==> config.mk <==
export PLATFORM = sky130hd
export DESIGN_NAME = c_subset_lexer
export DESIGN_NICKNAME = d
export VERILOG_FILES = /design/src/hw/rtl/csl_pkg.sv /design/src/hw/rtl/c_subset_lexer.sv
export SDC_FILE = /design/constraint.sdc
export NUM_CORES = 2
export LEC_CHECK = 0
export BUFFER_PORTS_ARGS = -buffer_cell sky130_fd_sc_hd__buf_2
export CAP_MARGIN = 25
export CORE_MARGIN = 2
export CORE_UTILIZATION = 55
export DETAILED_ROUTE_END_ITERATION = 7
export PLACE_DENSITY = 0.8
export SYNTH_ARGS = -nofsm -noshare
export SYNTH_HDL_FRONTEND = slang
export SYNTH_SLANG_ARGS = --single-unit
export TNS_END_PERCENT = 100
==> constraint.sdc <==
create_clock -name aclk -period 5.8 [get_ports aclk]
set_input_delay 1.16 -clock aclk [delete_from_list [all_inputs] [get_ports aclk]]
set_output_delay 1.16 -clock aclk [all_outputs]
set_load 0.01 [all_outputs]
==> src/hw/rtl/csl_pkg.sv <==
// Shared types and constants of the C subset lexer.
// Used by c_subset_lexer, its port checker and the testbench; depends on nothing else.
package csl_pkg;

    localparam int OUT_BITS = 20;
    localparam logic [OUT_BITS-1:0] OUT_MAX = '1;

    // token kinds
    localparam logic [2:0] KIND_RES   = 3'd0;
    localparam logic [2:0] KIND_IDENT = 3'd1;
    localparam logic [2:0] KIND_NUM   = 3'd2;
    localparam logic [2:0] KIND_END   = 3'd3;
    localparam logic [2:0] KIND_ERR   = 3'd4;

    // keyword indexes
    localparam logic [2:0] KW_NONE   = 3'd0;
    localparam logic [2:0] KW_RETURN = 3'd1;
    localparam logic [2:0] KW_IF     = 3'd2;
    localparam logic [2:0] KW_ELSE   = 3'd3;
    localparam logic [2:0] KW_FOR    = 3'd4;
    localparam logic [2:0] KW_WHILE  = 3'd5;

    // keyword text, first character in the top byte
    localparam logic [47:0] TXT_RETURN = 48'h72_65_74_75_72_6E;
    localparam logic [47:0] TXT_IF     = 48'h69_66_00_00_00_00;
    localparam logic [47:0] TXT_ELSE   = 48'h65_6C_73_65_00_00;
    localparam logic [47:0] TXT_FOR    = 48'h66_6F_72_00_00_00;
    localparam logic [47:0] TXT_WHILE  = 48'h77_68_69_6C_65_00;

    localparam logic [63:0] NUM_LIMIT = 64'h1999_9999_9999_9999;  // all ones / 10

    // tdata layout of a result item
    localparam int TDATA_BITS = 128;

    typedef struct packed {
        logic [2:0]          kind;
        logic [OUT_BITS-1:0] start;
        logic [OUT_BITS-1:0] len;
        logic [63:0]         num;
        logic [15:0]         op;
        logic [2:0]          kw;
        logic                last;
    } result_t;

endpackage

==> src/hw/rtl/c_subset_lexer.sv <==
// Top level of the C subset lexer: byte classification, token state and result queue.
// Depends on csl_pkg.
//
// The lexer takes one text byte per cycle on the s_ channel and sends tokens on the
// m_ channel, one result item per cycle while m_tready is high, in the order they
// complete. Each byte is handled in the cycle it is accepted; its tokens (none, one or
// two) land in a four-entry result queue. s_tready is high while the queue has room for
// two items, so bytes flow at one per cycle whenever the sink keeps up; a byte that
// closes one token and emits another pushes two items, and the queue absorbs that. A
// zero byte ends the text: it emits an end token and restarts the position at zero.
// m_tuser carries the token kind, and m_tlast marks the final result item caused by
// one input byte.
module c_subset_lexer
    import csl_pkg::*;
#(
    parameter int POSITION_BITS = 20
) (
    input  logic                  aclk,
    input  logic                  aresetn,
    input  logic                  s_tvalid,
    output logic                  s_tready,
    input  logic [7:0]            s_tdata,   // [7:0] text_byte
    output logic                  m_tvalid,
    input  logic                  m_tready,
    output logic [TDATA_BITS-1:0] m_tdata,   // [19:0] start_offset, [39:20] token_length,
                                             // [103:40] number_value,
                                             // [119:104] operator_text,
                                             // [122:120] keyword_index
    output logic [2:0]            m_tuser,   // [2:0] token_kind
    output logic                  m_tlast    // last_of_step
);

    localparam int P = POSITION_BITS;
    localparam int EXT_W = (P > OUT_BITS) ? P : OUT_BITS;
    localparam logic [P-1:0] POS_MAX = '1;
    localparam int DEPTH = 4;
    localparam int PTR_W = $clog2(DEPTH);
    localparam int CNT_W = $clog2(DEPTH + 1);

    localparam logic [2:0] MODE_IDLE  = 3'd0;
    localparam logic [2:0] MODE_NUM   = 3'd1;
    localparam logic [2:0] MODE_IDENT = 3'd2;
    localparam logic [2:0] MODE_OP    = 3'd3;
    localparam logic [2:0] MODE_ERR   = 3'd4;

    logic [2:0]   mode_reg, mode_next;
    logic [P-1:0] pos_reg, pos_next;
    logic [P-1:0] start_reg, start_next;
    logic [P-1:0] len_reg, len_next;
    logic [63:0]  acc_reg, acc_next;
    logic [47:0]  head_reg, head_next;
    logic         too_long_reg, too_long_next;
    logic [7:0]   pend_reg, pend_next;

    result_t      fifo_reg [DEPTH];
    logic [PTR_W-1:0] wr_ptr_reg, rd_ptr_reg;
    logic [CNT_W-1:0] count_reg;

    logic [7:0] c;
    logic is_digit, is_letter, is_space, is_punct, is_lead;
    logic s_accept, m_accept;
    logic used;
    logic e0_valid, e1_valid;
    result_t e0, e1, res_a;
    logic [1:0] push_n;
    logic [3:0] digit;
    logic [63:0] acc_x10;
    logic [2:0] kw_hit;

    function automatic logic [OUT_BITS-1:0] clamp_out(input logic [P-1:0] v);
        logic [EXT_W-1:0] ext;
        ext = EXT_W'(v);
        return (ext > EXT_W'(OUT_MAX)) ? OUT_MAX : ext[OUT_BITS-1:0];
    endfunction

    function automatic logic [P-1:0] sat_inc(input logic [P-1:0] v);
        return (v == POS_MAX) ? v : v + P'(1);
    endfunction

    assign c         = s_tdata;
    assign is_digit  = (c >= "0") && (c <= "9");
    assign is_letter = ((c >= "a") && (c <= "z")) || ((c >= "A") && (c <= "Z")) || (c == "_");
    assign is_space  = (c == 8'd32) || ((c >= 8'd9) && (c <= 8'd13));
    assign is_punct  = ((c >= 8'd33) && (c <= 8'd47)) || ((c >= 8'd58) && (c <= 8'd64)) ||
                       ((c >= 8'd91) && (c <= 8'd96)) || ((c >= 8'd123) && (c <= 8'd126));
    assign is_lead   = (c == "=") || (c == "!") || (c == "<") || (c == ">");
    assign digit     = 4'(c - "0");
    assign acc_x10   = {acc_reg[60:0], 3'b000} + {acc_reg[62:0], 1'b0} + 64'(digit);

    assign s_tready  = (count_reg <= CNT_W'(DEPTH - 2));
    assign s_accept  = s_tvalid && s_tready;
    assign m_tvalid  = (count_reg != '0);
    assign m_accept  = m_tvalid && m_tready;

    // keyword match of the identifier that is open
    always_comb begin
        kw_hit = KW_NONE;
        if (!too_long_reg) begin
            if      (len_reg == P'(6) && head_reg == TXT_RETURN) kw_hit = KW_RETURN;
            else if (len_reg == P'(2) && head_reg == TXT_IF)     kw_hit = KW_IF;
            else if (len_reg == P'(4) && head_reg == TXT_ELSE)   kw_hit = KW_ELSE;
            else if (len_reg == P'(3) && head_reg == TXT_FOR)    kw_hit = KW_FOR;
            else if (len_reg == P'(5) && head_reg == TXT_WHILE)  kw_hit = KW_WHILE;
        end
    end

    always_comb begin
        mode_next     = mode_reg;
        pos_next      = sat_inc(pos_reg);
        start_next    = start_reg;
        len_next      = len_reg;
        acc_next      = acc_reg;
        head_next     = head_reg;
        too_long_next = too_long_reg;
        pend_next     = pend_reg;
        used          = 1'b0;
        e0_valid      = 1'b0;
        e1_valid      = 1'b0;
        e0            = '0;
        e1            = '0;

        // close or extend the token that is open
        unique case (mode_reg)
            MODE_ERR: begin
                used = (c != 8'd0);
            end
            MODE_NUM: begin
                if (is_digit) begin
                    if (acc_reg > NUM_LIMIT || (acc_reg == NUM_LIMIT && digit > 4'd5)) begin
                        acc_next = '1;
                    end else begin
                        acc_next = acc_x10;
                    end
                    len_next = sat_inc(len_reg);
                    used     = 1'b1;
                end else begin
                    e0_valid  = 1'b1;
                    e0.kind   = KIND_NUM;
                    e0.start  = clamp_out(start_reg);
                    e0.len    = clamp_out(len_reg);
                    e0.num    = acc_reg;
                    mode_next = MODE_IDLE;
                end
            end
            MODE_IDENT: begin
                if (is_letter || is_digit) begin
                    if (len_reg < P'(6)) begin
                        for (int i = 0; i < 6; i++) begin
                            if (len_reg == P'(i)) head_next[47-8*i -: 8] = c;
                        end
                    end else begin
                        too_long_next = 1'b1;
                    end
                    len_next = sat_inc(len_reg);
                    used     = 1'b1;
                end else begin
                    e0_valid  = 1'b1;
                    e0.kind   = (kw_hit != KW_NONE) ? KIND_RES : KIND_IDENT;
                    e0.start  = clamp_out(start_reg);
                    e0.len    = clamp_out(len_reg);
                    e0.kw     = kw_hit;
                    mode_next = MODE_IDLE;
                end
            end
            MODE_OP: begin
                e0_valid = 1'b1;
                e0.kind  = KIND_RES;
                e0.start = clamp_out(start_reg);
                if (c == "=") begin
                    e0.len = OUT_BITS'(2);
                    e0.op  = {pend_reg, c};
                    used   = 1'b1;
                end else begin
                    e0.len = OUT_BITS'(1);
                    e0.op  = {pend_reg, 8'd0};
                end
                pend_next = '0;
                mode_next = MODE_IDLE;
            end
            default: begin
            end
        endcase

        // start a new token with a byte that was not taken above
        if (!used) begin
            if (c == 8'd0) begin
                e1_valid      = 1'b1;
                e1.kind       = KIND_END;
                e1.start      = clamp_out(pos_reg);
                mode_next     = MODE_IDLE;
                pos_next      = '0;
                start_next    = '0;
                len_next      = '0;
                acc_next      = '0;
                head_next     = '0;
                too_long_next = 1'b0;
                pend_next     = '0;
            end else if (is_space) begin
                // skip
            end else if (is_digit) begin
                start_next    = pos_reg;
                len_next      = P'(1);
                acc_next      = 64'(digit);
                head_next     = '0;
                too_long_next = 1'b0;
                mode_next     = MODE_NUM;
            end else if (is_letter) begin
                start_next    = pos_reg;
                len_next      = P'(1);
                acc_next      = '0;
                head_next     = {c, 40'd0};
                too_long_next = 1'b0;
                mode_next     = MODE_IDENT;
            end else if (is_lead) begin
                start_next    = pos_reg;
                len_next      = P'(1);
                acc_next      = '0;
                head_next     = '0;
                too_long_next = 1'b0;
                pend_next     = c;
                mode_next     = MODE_OP;
            end else if (is_punct) begin
                e1_valid = 1'b1;
                e1.kind  = KIND_RES;
                e1.start = clamp_out(pos_reg);
                e1.len   = OUT_BITS'(1);
                e1.op    = {c, 8'd0};
            end else begin
                e1_valid  = 1'b1;
                e1.kind   = KIND_ERR;
                e1.start  = clamp_out(pos_reg);
                e1.len    = OUT_BITS'(1);
                mode_next = MODE_ERR;
            end
        end

        e0.last = !e1_valid;
        e1.last = 1'b1;
    end

    assign res_a  = e0_valid ? e0 : e1;
    assign push_n = 2'(e0_valid) + 2'(e1_valid);

    always_ff @(posedge aclk) begin
        if (!aresetn) begin
            mode_reg     <= MODE_IDLE;
            pos_reg      <= '0;
            start_reg    <= '0;
            len_reg      <= '0;
            acc_reg      <= '0;
            head_reg     <= '0;
            too_long_reg <= 1'b0;
            pend_reg     <= '0;
        end else if (s_accept) begin
            mode_reg     <= mode_next;
            pos_reg      <= pos_next;
            start_reg    <= start_next;
            len_reg      <= len_next;
            acc_reg      <= acc_next;
            head_reg     <= head_next;
            too_long_reg <= too_long_next;
            pend_reg     <= pend_next;
        end
    end

    // result queue
    always_ff @(posedge aclk) begin
        if (s_accept) begin
            if (push_n != 2'd0) fifo_reg[wr_ptr_reg] <= res_a;
            if (push_n == 2'd2) fifo_reg[wr_ptr_reg + PTR_W'(1)] <= e1;
        end
    end

    always_ff @(posedge aclk) begin
        if (!aresetn) begin
            wr_ptr_reg <= '0;
            rd_ptr_reg <= '0;
            count_reg  <= '0;
        end else begin
            if (s_accept) wr_ptr_reg <= wr_ptr_reg + PTR_W'(push_n);
            if (m_accept) rd_ptr_reg <= rd_ptr_reg + PTR_W'(1);
            count_reg <= count_reg + (s_accept ? CNT_W'(push_n) : CNT_W'(0))
                       - CNT_W'(m_accept);
        end
    end

    assign m_tdata = {5'b00000,
                      fifo_reg[rd_ptr_reg].kw,
                      fifo_reg[rd_ptr_reg].op,
                      fifo_reg[rd_ptr_reg].num,
                      fifo_reg[rd_ptr_reg].len,
                      fifo_reg[rd_ptr_reg].start};
    assign m_tuser = fifo_reg[rd_ptr_reg].kind;
    assign m_tlast = fifo_reg[rd_ptr_reg].last;

endmodule

==> results by group <==
Run status
  • Status: finished with violations
  • Violated checks: max-slew violations

Floorplan
  • Area of the core: 60600 sq um
  • Rows: 90
  • Die width: 252 um
  • Top-level I/O count: 146
  • Starting Density: 0.558
  • Full die area: 63500 sq um
  • Die Y: 252 um

Place
  • Post-detail-place hpwl: 62.0 mm
  • IO Port Bufs: 140
  • Placer Congestion: 0.980

Setup path
  • Critical Path Start Type: primary input
  • Worst reg2reg path depth: 12
  • Critical R2R Launch: mode_reg[2]
  • Reg2reg end: fifo_reg[3][43]
  • CP Capture Type: register
  • Worst endpoint required time: 6.37 ns
  • CP arrival: 5.24 ns
  • Worst R2R Setup Slack: 1.39 ns
  • Crit-path max FO: 67
  • CP Class: in -> reg

Hold path
  • HP Start: fifo_reg[1][8]
  • WHS Path Cells: 1
  • Worst Hold End: fifo_reg[1][8]
  • Worst min path class: reg -> reg

Logic synthesis
  • Synth Register Bits: 701
  • Cell area after synthesis: 33800 sq um
  • Prevailing post-synth register cell: dfxtp_1
  • Async set-reset flop share out of synthesis: 0
  • Register area share after synthesis: 0.453
  • Top cell type's share of synthesized area: 0.339
  • Post-synthesis area per instance: 10.5 sq um
  • Top cell type by total area after synthesis: dfxtp_1
  • List of most frequent post-synthesis cells: 573 x dfxtp_1, 336 x a32o_1, 247 x clkbuf_1, 215 x nand2_1, 213 x nor2_1
  • Synth top area cells: dfxtp_1 34%, edfxtp_1 11%, a32o_1 9.9%, mux4_2 8.5%, ha_1 5.0%
  • Cell with the most instances after synthesis: dfxtp_1
  • Unique masters post-synth: 89
  • Yosys Warn Count: 0
  • Post-synth EDFFs: 128
  • Syn Inst Count: 3212

Route
  • Remaining antenna violation count after routing: 0
  • Vias per cell: 6.97
  • Routed length per placed instance: 24.3 um
  • Vias: 28100
  • Iter 0 DRT Violations: 2954
  • Drc violations: 0
  • Routed wire length: 98.3 mm
  • Pre-antenna DRT Iters: 6

Clock network
  • Resized cells post-CTS: 0
  • Htree depth: 3
  • Clock transition at the registers of the reported paths: 0.06 ns
  • Insertion delay to the later sink of the worst-skew pair: 0.64 ns
  • Clock Path Buffers: 3
  • TritonCTS clock tree: done
  • TritonCTS Buffers: 74
  • Clock net sink count: 701
  • CTS root buf: clkbuf_16
  • # hold bufs at CTS: 0
  • Post-CTS setup buffer count: 0

STA
  • Max-slew violations: 55
  • Setup TNS: 0 ns
  • RSZ-0062 raised after global routing: no
  • Setup-failing EPs final: 0
  • Final hold violation count: 0
  • F_max: 214 MHz
  • Worst slew pin tran: 1.55 ns
  • Tcrit/Tclk final: 0.806
  • Setup Skew: 0.0287 ns
  • Slew HR: -0.0353
  • Period minus WS final: 4.68 ns

Job
  • Max-Cap Viols: 0

Final layout
  • Area growth from synthesis to layout: 10.8%
  • Fraction of layout cells with a size suffix above 1: 0.153
  • Final Util: 0.619
  • Largest register FFs: 508
  • FILL cells: 4746
  • Layout Nets: 3347

Power
  • Register share of total power: 0.439
  • Sw Share: 0.295
  • Maximum vdd drop: 0.000297 V
  • Leakage: 14.2 nW
  • Power density over cell area: 321 nW/um^2
  • Logic gate share of total power: 0.170
  • P_sw: 3.55 mW
  • Clock share of power: 0.391
  • Cell Int Power: 8.49 mW

GRT
  • Vias in the first global route: 27800
  • Antenna violations before repair: 2
  • Largest net degree at the start of global routing: 258
  • GRT Total Usage: 0.304
  • Grt ovf: 0
  • Global-route wire length before repair: 154 mm
cells by family (layout without fill, tap and decap cells):
group	after synthesis	after routing	share of synthesized area
muxes	131	131	0.0858
adders and majority gates	137	137	0.0513
other	1	6	0.000111
AOI/OAI and AO/OA	1073	1073	0.243
xor gates and xnor gates	80	80	0.0207
buffers and inverters	350	389	0.0408
DFF	701	701	0.453
and+or+nand+nor	739	739	0.106
layout make-up:
| cell class | instances | area [sq um] | area share |
|---|---|---|---|
| Antenna cell | 1 | 2.50 | 0.0000667 |
| Clock buffer | 103 | 2160 | 0.0575 |
| Clock inverter | 30 | 268 | 0.00714 |
| Inverter | 42 | 159 | 0.00424 |
| Multi-Input combinational cell | 2165 | 17200 | 0.459 |
| Sequential cell | 701 | 15300 | 0.409 |
| Tap cell | 782 | 978 | 0.0261 |
| Timing Repair Buffer | 214 | 1390 | 0.0371 |
per-layer routing:
layer | wire length, um | GRT usage | vias to the layer above
li1 | - | - | 12500
met1 | 39400 | 0.401 | 13900
met2 | 46700 | 0.498 | 1494
met3 | 8550 | 0.0479 | 236
met4 | 3540 | 0.127 | 2
met5 | 11 | 0 | -
worst max path at each step:
stage / end / slack, ns / cells past startpoint / from
after floorplan: fifo_reg[1][104] / 0.47 / 14 / s_tdata[3]
after global placement: fifo_reg[1][113] / 0.69 / 14 / s_tdata[3]
after detailed placement: fifo_reg[3][83] / 0.59 / 13 / s_tdata[3]
after CTS: fifo_reg[1][12] / 1.24 / 14 / s_tdata[3]
after global routing: fifo_reg[3][16] / 0.87 / 14 / s_tdata[3]
final: fifo_reg[3][43] / 1.12 / 13 / s_tdata[3]
through the flow:
| step | setup slack [ns] | std cells | power, mW | area (sq um) | hold slack (ns) |
|---|---|---|---|---|---|
| finish | 1.12 | 4038 | 12.0 | 37500 | 0.450 |
| global route | 0.869 | 4037 | 12.4 | 37500 | 0.463 |
| CTS | 1.24 | 4036 | 12.0 | 37500 | 0.453 |
| detailed placement | 0.593 | 3903 | 7.39 | 35100 | 0.438 |
| global placement | 0.692 | 3903 | 7.35 | 35100 | 0.428 |
| floorplan | 0.470 | 3216 | 6.65 | 33800 | 0.420 |
power groups by stage:
| stage | sequential [mW] | clock (mW) | combinational, mW |
|---|---|---|---|
| after floorplan | 5.25 | 0 | 1.41 |
| after global placement | 5.38 | 0 | 1.98 |
| after detailed placement | 5.39 | 0 | 2.00 |
| after CTS | 5.28 | 4.75 | 2.02 |
| after global routing | 5.30 | 4.95 | 2.15 |
| final | 5.28 | 4.71 | 2.05 |
placed cells by master, fill, tap and decap left out, drive strengths merged, types with 6 or more instances in the layout:
master  count
nor3       39
xnor2      41
clkbuf    103
o21ai     170
nor2b      12
a32o      336
o31a        6
nor2      215
nor4       21
nand2     217
xor2       39
nand4      47
nand2b      6
o21bai     10
o21a       20
a21oi     178
edfxtp    128
a22oi      42
dfxtp     573
mux4      127
a31oi      19
and4        7
clkinv     20
a22o       98
a311oi     10
and2       25
and3       48
a221oi      6
o22ai      39
nand3      51
a211oi     14
a21o       54
buf       214
o211ai     15
o31ai      12
inv        47
or3        20
ha        134
critical path, stage by stage:
cell and delay (ns):
buf_2 0.27, buf_4 0.26, o21ai_0 0.16, and3_1 0.39, a221oi_4 0.50, nand2_2 0.20
nor3_4 0.27, inv_1 0.12, ha_1 0.31, nor2_1 0.21, and3_2 0.27, buf_4 0.75
a32o_1 0.28
Power figures use the tool's default switching activity.
